--- src/hw/rtl/tsvf_pkg.sv ---
package tsvf_pkg;

  localparam int NUMBER_DIGITS = 6;
  localparam int BCD_W = 4 * NUMBER_DIGITS;
  localparam int NUM_LEN = NUMBER_DIGITS + 1;
  localparam int STEP_W = $clog2(NUM_LEN + 4);
  localparam int CFG_IDX_W = 3;

  localparam logic [7:0] CH_LF = 8'h0a;
  localparam logic [7:0] CH_TAB = 8'h09;
  localparam logic [7:0] CH_SPACE = 8'h20;
  localparam logic [7:0] CH_ZERO = 8'h30;
  localparam logic [7:0] CH_DOLLAR = 8'h24;
  localparam logic [7:0] CH_CARET = 8'h5e;
  localparam logic [7:0] CH_I = 8'h49;
  localparam logic [7:0] CH_M = 8'h4d;
  localparam logic [7:0] CH_DASH = 8'h2d;
  localparam logic [7:0] CH_QMARK = 8'h3f;
  localparam logic [6:0] CH_DEL = 7'h7f;
  localparam logic [6:0] CTRL_LAST = 7'h1f;
  localparam logic [7:0] CARET_OFS = 8'h40;

  typedef enum logic [CFG_IDX_W-1:0] {
    CFG_NUMBER_ALL = 3'd0,
    CFG_NUMBER_NONBLANK = 3'd1,
    CFG_SQUEEZE = 3'd2,
    CFG_SHOW_ENDS = 3'd3,
    CFG_SHOW_TABS = 3'd4,
    CFG_SHOW_NONPRINT = 3'd5
  } cfg_idx_t;

  typedef struct packed {
    logic [7:0] in_byte;
    logic       first_of_file;
  } in_item_t;

  typedef struct packed {
    logic [7:0] out_byte;
    logic       last_of_run;
  } out_item_t;

  typedef struct packed {
    logic             num_en;
    logic [BCD_W-1:0] bcd;
    logic [3:0][7:0]  cb;
    logic [1:0]       cnt;
  } job_t;

  function automatic logic [BCD_W-1:0] bcd_inc(input logic [BCD_W-1:0] v);
    logic [BCD_W-1:0] r;
    logic             nines;
    logic             carry;
    r = v;
    nines = 1'b1;
    carry = 1'b1;
    for (int i = 0; i < NUMBER_DIGITS; i++) begin
      if (v[4*i +: 4] != 4'd9) nines = 1'b0;
    end
    if (!nines) begin
      for (int i = 0; i < NUMBER_DIGITS; i++) begin
        if (carry) begin
          if (v[4*i +: 4] >= 4'd9) begin
            r[4*i +: 4] = 4'd0;
          end else begin
            r[4*i +: 4] = v[4*i +: 4] + 4'd1;
            carry = 1'b0;
          end
        end
      end
    end
    return r;
  endfunction

endpackage

--- src/hw/rtl/tsvf_front.sv ---
module tsvf_front import tsvf_pkg::*; (
  input  logic                 clk,
  input  logic                 rst_n,
  input  logic                 cfg_valid,
  input  logic [CFG_IDX_W-1:0] cfg_index,
  input  logic                 cfg_data,
  input  logic                 in_fire,
  input  in_item_t             in_data,
  output logic                 job_push,
  output job_t                 job
);

  logic num_all_r, num_nb_r, squeeze_r, show_ends_r, show_tabs_r, show_np_r;
  logic at_start_r, at_start_nxt;
  logic blank_r, blank_nxt;
  logic [BCD_W-1:0] bcd_r, bcd_nxt;

  logic             als;
  logic             last_blank;
  logic [BCD_W-1:0] bcd_eff;
  logic             nb;
  logic             drop;
  logic             num;
  logic [7:0]       c;
  logic [6:0]       c7;
  logic             caret;
  logic [7:0]       lo0, lo1;

  assign c = in_data.in_byte;
  assign c7 = c[6:0];

  always_comb begin
    als = in_data.first_of_file | at_start_r;
    last_blank = in_data.first_of_file ? 1'b0 : blank_r;
    bcd_eff = in_data.first_of_file ? '0 : bcd_r;
    nb = (c == CH_LF);
    drop = als && squeeze_r && nb && last_blank;
    num = als && !drop && ((num_nb_r && !nb) || (num_all_r && !num_nb_r));
    at_start_nxt = at_start_r;
    blank_nxt = blank_r;
    bcd_nxt = bcd_r;
    if (in_fire) begin
      bcd_nxt = num ? bcd_inc(bcd_eff) : bcd_eff;
      if (als) blank_nxt = nb;
      at_start_nxt = drop ? 1'b1 : nb;
    end
  end

  always_comb begin
    caret = (c7 <= CTRL_LAST) || (c7 == CH_DEL);
    lo0 = caret ? CH_CARET : {1'b0, c7};
    lo1 = (c7 == CH_DEL) ? CH_QMARK : ({1'b0, c7} + CARET_OFS);
    job.num_en = num;
    job.bcd = bcd_nxt;
    job.cb = {4{c}};
    job.cnt = 2'd0;
    if (nb) begin
      if (show_ends_r) begin
        job.cb[0] = CH_DOLLAR;
        job.cb[1] = CH_LF;
        job.cnt = 2'd1;
      end
    end else if (c == CH_TAB) begin
      if (show_tabs_r) begin
        job.cb[0] = CH_CARET;
        job.cb[1] = CH_I;
        job.cnt = 2'd1;
      end
    end else if (show_np_r) begin
      if (c[7]) begin
        job.cb[0] = CH_M;
        job.cb[1] = CH_DASH;
        job.cb[2] = lo0;
        job.cb[3] = lo1;
        job.cnt = caret ? 2'd3 : 2'd2;
      end else begin
        job.cb[0] = lo0;
        job.cb[1] = lo1;
        job.cnt = caret ? 2'd1 : 2'd0;
      end
    end
  end

  assign job_push = in_fire && !drop;

  always_ff @(posedge clk) begin
    if (!rst_n) begin
      at_start_r <= 1'b1;
      blank_r <= 1'b0;
      bcd_r <= '0;
    end else begin
      at_start_r <= at_start_nxt;
      blank_r <= blank_nxt;
      bcd_r <= bcd_nxt;
    end
  end

  always_ff @(posedge clk) begin
    if (!rst_n) begin
      num_all_r <= 1'b0;
      num_nb_r <= 1'b0;
      squeeze_r <= 1'b0;
      show_ends_r <= 1'b0;
      show_tabs_r <= 1'b0;
      show_np_r <= 1'b0;
    end else if (cfg_valid) begin
      case (cfg_idx_t'(cfg_index))
        CFG_NUMBER_ALL: num_all_r <= cfg_data;
        CFG_NUMBER_NONBLANK: num_nb_r <= cfg_data;
        CFG_SQUEEZE: squeeze_r <= cfg_data;
        CFG_SHOW_ENDS: show_ends_r <= cfg_data;
        CFG_SHOW_TABS: show_tabs_r <= cfg_data;
        CFG_SHOW_NONPRINT: show_np_r <= cfg_data;
        default: ;
      endcase
    end
  end

endmodule

--- src/hw/rtl/tsvf_jobq.sv ---
module tsvf_jobq import tsvf_pkg::*; (
  input  logic clk,
  input  logic rst_n,
  input  logic push,
  input  job_t push_job,
  output logic full,
  input  logic pop,
  output logic head_valid,
  output job_t head_job
);

  job_t       mem_r [2];
  logic       wp_r, rp_r;
  logic [1:0] cnt_r;

  assign full = (cnt_r == 2'd2);
  assign head_valid = (cnt_r != 2'd0);
  assign head_job = mem_r[rp_r];

  always_ff @(posedge clk) begin
    if (push) mem_r[wp_r] <= push_job;
  end

  always_ff @(posedge clk) begin
    if (!rst_n) begin
      wp_r <= 1'b0;
      rp_r <= 1'b0;
      cnt_r <= 2'd0;
    end else begin
      if (push) wp_r <= ~wp_r;
      if (pop) rp_r <= ~rp_r;
      cnt_r <= cnt_r + {1'b0, push} - {1'b0, pop};
    end
  end

endmodule

--- src/hw/rtl/tsvf_back.sv ---
module tsvf_back import tsvf_pkg::*; (
  input  logic      clk,
  input  logic      rst_n,
  input  logic      head_valid,
  input  job_t      head_job,
  output logic      job_pop,
  output logic      out_empty,
  input  logic      out_pop,
  output out_item_t out_data
);

  logic [STEP_W-1:0] step_r, step_nxt;
  logic              lead_r, lead_nxt;
  out_item_t         obuf_r [2];
  logic              owp_r, orp_r;
  logic [1:0]        ocnt_r;
  logic              ofull;
  logic              fire;
  logic              oread;
  logic [3:0]        d;
  logic              blank_digit;
  logic [STEP_W-1:0] ci_full;
  logic [1:0]        ci;
  out_item_t         nxt_item;

  assign ofull = (ocnt_r == 2'd2);
  assign out_empty = (ocnt_r == 2'd0);
  assign out_data = obuf_r[orp_r];
  assign oread = out_pop && !out_empty;
  assign fire = head_valid && !ofull;

  always_comb begin
    d = 4'd0;
    for (int i = 0; i < NUMBER_DIGITS; i++) begin
      if (STEP_W'(NUMBER_DIGITS - 1 - i) == step_r) d = head_job.bcd[4*i +: 4];
    end
    blank_digit = lead_r && (d == 4'd0) && (step_r != STEP_W'(NUMBER_DIGITS - 1));
    ci_full = head_job.num_en ? (step_r - STEP_W'(NUM_LEN)) : step_r;
    ci = ci_full[1:0];
    nxt_item.last_of_run = 1'b0;
    lead_nxt = lead_r;
    if (head_job.num_en && (step_r < STEP_W'(NUMBER_DIGITS))) begin
      nxt_item.out_byte = blank_digit ? CH_SPACE : (CH_ZERO + {4'd0, d});
      lead_nxt = blank_digit;
    end else if (head_job.num_en && (step_r == STEP_W'(NUMBER_DIGITS))) begin
      nxt_item.out_byte = CH_TAB;
    end else begin
      nxt_item.out_byte = head_job.cb[ci];
      nxt_item.last_of_run = (ci == head_job.cnt);
    end
    step_nxt = step_r;
    if (fire) begin
      if (nxt_item.last_of_run) begin
        step_nxt = '0;
        lead_nxt = 1'b1;
      end else begin
        step_nxt = step_r + STEP_W'(1);
      end
    end else begin
      lead_nxt = lead_r;
    end
  end

  assign job_pop = fire && nxt_item.last_of_run;

  always_ff @(posedge clk) begin
    if (fire) obuf_r[owp_r] <= nxt_item;
  end

  always_ff @(posedge clk) begin
    if (!rst_n) begin
      step_r <= '0;
      lead_r <= 1'b1;
      owp_r <= 1'b0;
      orp_r <= 1'b0;
      ocnt_r <= 2'd0;
    end else begin
      step_r <= step_nxt;
      lead_r <= lead_nxt;
      if (fire) owp_r <= ~owp_r;
      if (oread) orp_r <= ~orp_r;
      ocnt_r <= ocnt_r + {1'b0, fire} - {1'b0, oread};
    end
  end

endmodule

--- src/hw/rtl/text_stream_visible_formatter_top.sv ---
// Text stream formatter: squeezes blank lines, numbers lines, shows
// line ends, tabs and non-printing bytes in visible form.
// Input queue side: in_data is taken when in_push is high and in_full low.
// Output queue side: the oldest byte sits on out_data while out_empty is
// low; out_pop takes it. last_of_run marks the final byte for an input.
// Config: cfg_index/cfg_data written when cfg_valid and cfg_ready; always
// ready. Write only while no input bytes are still being formatted.
// Path: an input byte is registered as a job in the job queue, then each of
// its output bytes is registered in the output buffer before out_data.
// Throughput: one output byte per cycle while the output buffer has room,
// set by the back-end sequencer, which emits an input's bytes in turn,
// so plain bytes stream one per cycle; a numbered line start is 8-11 bytes.
// A two-entry job queue decouples front and back; in_full rises when it
// fills. When the receiver stalls, the two-entry output buffer fills and
// the sequencer, then the job queue, then the input side hold.
// Reset (rst_n low at a clock edge) empties both queues, clears all
// options, zeroes the line counter and starts a fresh line.
module text_stream_visible_formatter_top import tsvf_pkg::*; (
  input  logic                 clk,
  input  logic                 rst_n,
  input  logic                 cfg_valid,
  output logic                 cfg_ready,
  input  logic [CFG_IDX_W-1:0] cfg_index,
  input  logic                 cfg_data,
  input  logic                 in_push,
  output logic                 in_full,
  input  in_item_t             in_data,
  output logic                 out_empty,
  input  logic                 out_pop,
  output out_item_t            out_data
);

  logic job_push, job_pop, head_valid;
  job_t job, head_job;

  assign cfg_ready = 1'b1;

  tsvf_front u_front (
    .clk       (clk),
    .rst_n     (rst_n),
    .cfg_valid (cfg_valid),
    .cfg_index (cfg_index),
    .cfg_data  (cfg_data),
    .in_fire   (in_push && !in_full),
    .in_data   (in_data),
    .job_push  (job_push),
    .job       (job)
  );

  tsvf_jobq u_jobq (
    .clk        (clk),
    .rst_n      (rst_n),
    .push       (job_push),
    .push_job   (job),
    .full       (in_full),
    .pop        (job_pop),
    .head_valid (head_valid),
    .head_job   (head_job)
  );

  tsvf_back u_back (
    .clk        (clk),
    .rst_n      (rst_n),
    .head_valid (head_valid),
    .head_job   (head_job),
    .job_pop    (job_pop),
    .out_empty  (out_empty),
    .out_pop    (out_pop),
    .out_data   (out_data)
  );

endmodule

--- config.mk ---
export PLATFORM = sky130hd
export DESIGN_NAME = text_stream_visible_formatter_top
export DESIGN_NICKNAME = d
export VERILOG_FILES = /design/src/hw/rtl/tsvf_pkg.sv /design/src/hw/rtl/tsvf_front.sv /design/src/hw/rtl/tsvf_jobq.sv /design/src/hw/rtl/tsvf_back.sv /design/src/hw/rtl/text_stream_visible_formatter_top.sv
export SDC_FILE = /design/constraint.sdc
export NUM_CORES = 1
export LEC_CHECK = 0
export BUFFER_PORTS_ARGS = -buffer_cell sky130_fd_sc_hd__buf_2
export CAP_MARGIN = 20
export CORE_MARGIN = 4
export CORE_UTILIZATION = 23
export DETAILED_ROUTE_END_ITERATION = 16
export GPL_TIMING_DRIVEN = 0
export PLACE_DENSITY = 0.46
export SETUP_SLACK_MARGIN = 0.4
export SYNTH_ARGS = -nofsm -noshare
export SYNTH_HDL_FRONTEND = slang
export SYNTH_HIERARCHICAL = 1
export SYNTH_SLANG_ARGS = --single-unit
--- constraint.sdc ---
create_clock -name clk -period 4.5 [get_ports clk]
set_input_delay 0.225 -clock clk [delete_from_list [all_inputs] [get_ports clk]]
set_output_delay 0.225 -clock clk [all_outputs]
set_load 0.02 [all_outputs]
Yosys cells after proc, flatten, opt, wreduce, memory -nomap -nowiden:

Memory sizes are Yosys's and may differ from the RTL's. A register that Yosys moved wholly into a read port is not among the register bits.
Cells that the tools add are included.

* order comparisons: 9
* add/subtract/negate cells: 14
* reductions and logical operators: 38
* equality and inequality tests: 24
* bitwise gates (word level): 5
* muxes and demuxes: 81

Operator list (number)
* 24-bit 2-to-1 mux: 4
* 18-bit 2-to-1 mux: 5
* 4-bit 2-to-1 mux: 18
* 16-bit 2-to-1 mux: 3
* 1-bit 2-to-1 mux: 42
* 8-bit 2-to-1 mux: 5
* 34-bit 2-to-1 mux: 1
* 4-bit by 1-bit adder with 4-bit output (second input constant): 7
* 4-bit greater-or-equal comparator (second input constant): 6
* 4-bit != test (second input constant): 6
* 8-bit binary-select mux with 2-bit select: 1
* 8-bit by 4-bit == test with 1-bit output (second input constant): 2
* 1-bit logical AND: 16
* 2-bit AND reduction: 8
* 7-bit by 7-bit adder with 8-bit output (second input constant): 1
* 2-bit by 4-bit == test with 1-bit output (first input constant): 2
* 3-bit by 4-bit == test with 1-bit output (first input constant): 2
* 4-bit logical NOT: 2
* 6-bit by 4-bit adder with 7-bit output (first input constant): 1
* 7-bit == test (second input constant): 1
* 7-bit by 5-bit less-or-equal comparator with 1-bit output (second input constant): 1
* 7-bit 2-to-1 mux: 1
* 3-bit by 2-bit == test with 1-bit output (second input constant): 2
* 3-bit == test (second input constant): 2
* other kinds (19): 32

* register bits after elaboration: 45
* memories: 2
* word-level logic and storage cells: 190
* output and inout bits: 12
* bits in writable memories: 136
* input port bits: 18

Memories
* u_jobq.mem_r: words 2, bits a word 59, read ports 1, clocked after memory_dff 1, wr ports 1, line tsvf_jobq.sv:12 `job_t mem_r [2];`
* u_back.obuf_r: words 2, bits a word 9, read ports 1, clocked after memory_dff 1, wr ports 1, line tsvf_back.sv:14 `out_item_t obuf_r [2];`

Depth between registers and ports, before layout:

* depth after elaboration: 27
* mapped depth: 13

By module:

Netlist, hierarchy kept.

Modules (own cells, without submodules)
* tsvf_jobq: sequential area each 3643.5 um2, times used 1, cells each 205, area an instance 4530.6 um2
* tsvf_front: sequential area each 640.6 um2, times used 1, cells each 393, area an instance 2885.3 um2
* tsvf_back: sequential area each 740.7 um2, times used 1, cells each 179, area an instance 1895.6 um2
* text_stream_visible_formatter_top: sequential area each 0.0 um2, times used 1, cells each 3, area an instance 25.0 um2

Worst setup path before layout:

Ideal clock, no wire load.

* path type: reg-to-reg
* from: register u_jobq.cnt_r[1]
* to: memory u_jobq/mem_r[0][0] in the netlist's numbering (enable)
* path buffers: 2
* period minus slack after synthesis: 4.571 ns
* data arrival time: 4.087 ns
* path slack: -0.071 ns
* data required time: 4.016 ns
* cell stages (with the launch flop): 8
* cells stage by stage: dfxtp_1 nor2b_1 nor2b_4 clkbuf_1 inv_1 clkbuf_1 nor2_1 nor2b_1

* cells in the longest elaborated chain, start to end: 6

RTL lines
* start, declared: line tsvf_jobq.sv:14 `logic [1:0] cnt_r;`
* start signal, assigned: line tsvf_jobq.sv:32 `cnt_r <= cnt_r + {1'b0, push} - {1'b0, pop};`
* 2-bit == test: line tsvf_jobq.sv:16 `assign full = (cnt_r == 2'd2);`
* via in_full: line text_stream_visible_formatter_top.sv:26 `output logic in_full,`
* 1-bit logical NOT: line text_stream_visible_formatter_top.sv:44 `.in_fire (in_push && !in_full),`
* 1-bit logical AND: line text_stream_visible_formatter_top.sv:44
* 1-bit logical AND: line tsvf_front.sv:84 `assign job_push = in_fire && !drop;`
* via job_push: line text_stream_visible_formatter_top.sv:33 `logic job_push, job_pop, head_valid;`
* 1-bit 2-to-1 mux: line tsvf_jobq.sv:21 `if (push) mem_r[wp_r] <= push_job;`
* 1-bit 2-to-1 mux (implied by the code): line tsvf_jobq.sv:21
* end, declared: line tsvf_jobq.sv:12

The timed path passes the listed nets, and every way through them passes these cells.

==> key figures <==
STA
  – FMAX: approximately 290 MHz
  – Worst-margin pin slew: 0.892 ns
  – Setup TNS Final: 0 ns
  – Final worst setup slack: 1.05 ns
  – Skew final: just under 0.02 ns
  – Slew Limit Fails: 0
  – Slew HR: 0.402
  – Hold Violations, Final: 0
  – Final Setup Violations: 0
  – Minimum clock period: between 3 and 4 ns
  – Final Cycle Share: 0.766
  – RSZ-0062 raised after global routing: false

CTS
  – Postcts setup bufs: 0
  – Clk sinks: roughly 180
  – Clock Tree Root: clkbuf_16
  – Clock slew at reported path FFs: 0.08 ns
  – Post-cts resize count: 0
  – Max Root-Sink Buffers: 2
  – CTS tree: yes
  – H-tree levels: 4
  – Worst skew pair latency: 0.44 ns
  – Cts hold-fix bufs: 0
  – Total CTS buffers: 17

Critical path
  – Reg2Reg Setup Slack: 1.22 ns
  – Worst reg2reg path depth: 9
  – Critical path arrival: approximately 3.6 ns
  – CP peak stage delay: ~0.52 ns
  – Critical Path End Type: flip-flop
  – Worst EP required: 4.66 ns
  – R2R Path End: u_jobq/mem_r[0][23]$_DFFE_PP_
  – Worst r2r src: u_jobq/cnt_r[1]$_SDFF_PN0_
  – Crit start category: primary input
  – Critical Path Fanout Max: 10
  – Cell repeated most along the worst path: buf_2
  – Critical path class: in -> reg
  – Cells along the critical path: buf_2 > clkbuf_1 > clkbuf_1 > nand2b_1 > inv_1 > ha_1 > nand4b_1 > nor3_1 > and4_1 > buf_2 > buf_2 > nor3_1 > o2bb2ai_1 > or2_2
  – Slowest CP cell: clkbuf_1
  – Beginning of the critical path: in_data[0]

Floorplan
  – Row Count: 73
  – Die Y: approximately 210 um
  – Starting density of the core: 0.234
  – Core area: between 30000 and 40000 um2
  – Die footprint: between 40000 and 50000 um2
  – Io pins: 30
  – Die X: 209 um

Cells and area
  – Commonest cells after routing, fill and taps aside: 136 x edfxtp_1, 59 x mux2_2, 55 x nand2_1
  – Final net count: just under 900
  – Share of cells above drive strength 1: 0.212
  – Design area: roughly 11000 um2
  – Reg area: about 5000 um2
  – Ant diodes: 0
  – Multi-input logic area: between 3000 and 4000 um2
  – Area growth from synthesis to layout: 15.6%
  – Commonest non-fill, non-tap cell in the layout: edfxtp_1
  – Filler instances: roughly 4200

Routing
  – Final WL: approximately 22000 um
  – First-iteration detailed-routing DRC count: 289
  – Antenna Nets Post-Route: 0
  – Via count: about 6000
  – DRC viols: 0
  – Vias per std cell: roughly 4.4
  – Drt pass-1 iters: 5
  – Routed WL per cell: about 16 um

Synthesis
  – Synthesized net count: slightly above 800
  – Seq cells post-synth: approximately 180
  – Largest area contributor in the netlist: edfxtp_1
  – Post-synth EDFFs: 136
  – FFs w/ async S/R, synth: 0
  – Register area share after synthesis: 0.538
  – Synth top area share: 0.437
  – Most used DFF post-synth: edfxtp_1
  – Ranking of synthesized cells by area: edfxtp_1 44%, dfxtp_1 10%, mux2_2 7.1%
  – Syn Area/Cell: ~12 um2
  – Post-Synthesis Cells: 780
  – Synthesized area: between 9000 and 10000 um2
  – Syn. warnings: 6
  – Count of different cell masters after synthesis: 85

Power and ir drop
  – Switching power: 1.59 mW
  – Worst VDD drop: between 0.3 and 0.4 mV
  – Pwr/cell area: between 400 and 500 nW/um2
  – Comb pwr share: 0.289
  – Total Power: between 5 and 6 mW
  – Int Pwr: ~3.6 mW
  – Leakage: just under 4 nW
  – Sw Ratio: 0.307
  – Clk pwr share: 0.285
  – Sequential power share: 0.426

Global route
  – Vias in the first global route: around 6000
  – Global route total overflow: 0
  – Largest net degree at the start of global routing: 60
  – Global-route wire length before repair: 34900 um
  – Gr usage total: 0.101
  – Initial antenna violation count: 0

Place
  – HPWL after DPL: 15800 um
  – Routability congestion estimate: roughly 0.83
  – Dpl ws: 0.582 ns
  – # port buffers: 27
  – Dpl cell area: between 10000 and 15000 um2

Job
  – # Max-Cap Violations: 0

Worst hold path
  – Hold EP: u_front/show_ends_r$_SDFFE_PN0P_
  – HP Class: in -> reg
  – Worst Min Path Start: cfg_data
  – Worst Hold Depth: 3

Outcome
  – Status: complete, no violations
## power groups by stage
stage / combinational [mW] / clock, mW / sequential, mW
5_1_grt: 1.64 / 1.61 / 2.23
3_3_place_gp: 1.49 / 0 / 2.25
3_5_place_dp: 1.53 / 0 / 2.24
4_1_cts: 1.54 / 1.53 / 2.21
6_report: 1.50 / 1.48 / 2.20
2_1_floorplan: 1.08 / 0 / 2.23
## per-layer routing
layer | global-route usage | share of wire | up-vias
met3 | 0.0132 | 0.023 | 18
li1 | - | - | 2976
met1 | 0.142 | 0.50 | 2921
met2 | 0.162 | 0.47 | 90
met4 | 0.0311 | 0.013 | 0
met5 | 0 | 0 | -
## Yosys cell counts (all sizes together) (20+ instances only)
| cell type | count |
|---|---|
| mux2 | 71 |
| ha | 26 |
| and2 | 28 |
| nor2 | 49 |
| dfxtp | 47 |
| nand2 | 55 |
| nor2b | 26 |
| o21ai | 25 |
| edfxtp | 136 |
| nand2b | 27 |
| a21oi | 24 |
| inv | 40 |
| buf | 20 |
## critical path: cells and delay by family
family | cells | cell delay (ns)
buffers and inverters | 6 | 1.56
and+or+nand+nor | 6 | 1.47
adders and majority gates | 1 | 0.19
AOI/OAI and AO/OA | 1 | 0.14
## how the worst max path moves through the flow
stage                                          to  slack [ns]  cells past startpoint
CTS                 u_jobq/mem_r[0][47]$_DFFE_PP_        1.03                     14
detailed placement  u_jobq/mem_r[0][47]$_DFFE_PP_        0.58                     14
global placement    u_jobq/mem_r[0][17]$_DFFE_PP_       -0.75                      7
floorplan            u_jobq/mem_r[0][0]$_DFFE_PP_        1.06                      7
finish              u_jobq/mem_r[0][47]$_DFFE_PP_        1.05                     14
global route        u_jobq/mem_r[0][47]$_DFFE_PP_        0.77                     14
## sequential cells by signal, indices dropped and copies added (netlist names), 2 cells and up, named ones only
register / cells
u_jobq/mem_r: 118
u_front/bcd_r: 24
u_back/obuf_r: 18
u_back/step_r: 4
u_back/ocnt_r: 2
u_jobq/cnt_r: 2
## per-stage QoR
step            util  std cells  hold WS, ns
2_1_floorplan      -        780        0.343
3_3_place_gp   0.254       1332        0.471
3_5_place_dp   0.256       1336        0.480
4_1_cts        0.270       1368        0.112
5_1_grt        0.270       1368        0.124
6_report       0.270       1368        0.127
## final cells by class
class | count | area share
clock inverters | 14 | 0.0143
clock buffers | 18 | 0.0397
multi-input cells | 517 | 0.366
repair buffers | 31 | 0.0195
well taps | 525 | 0.0608
inverters | 41 | 0.0143
flip-flops and latches | 183 | 0.465
plain buffers | 39 | 0.0197
## cells by family after synthesis
family / synth area share
compound gates: 0.0934
other cells: 0.000402
xor+xnor: 0.0117
fa+ha+maj: 0.0348
flops: 0.538
mux: 0.123
simple gates: 0.159
buf+inv: 0.0393
Power figures use the tool's default switching activity.
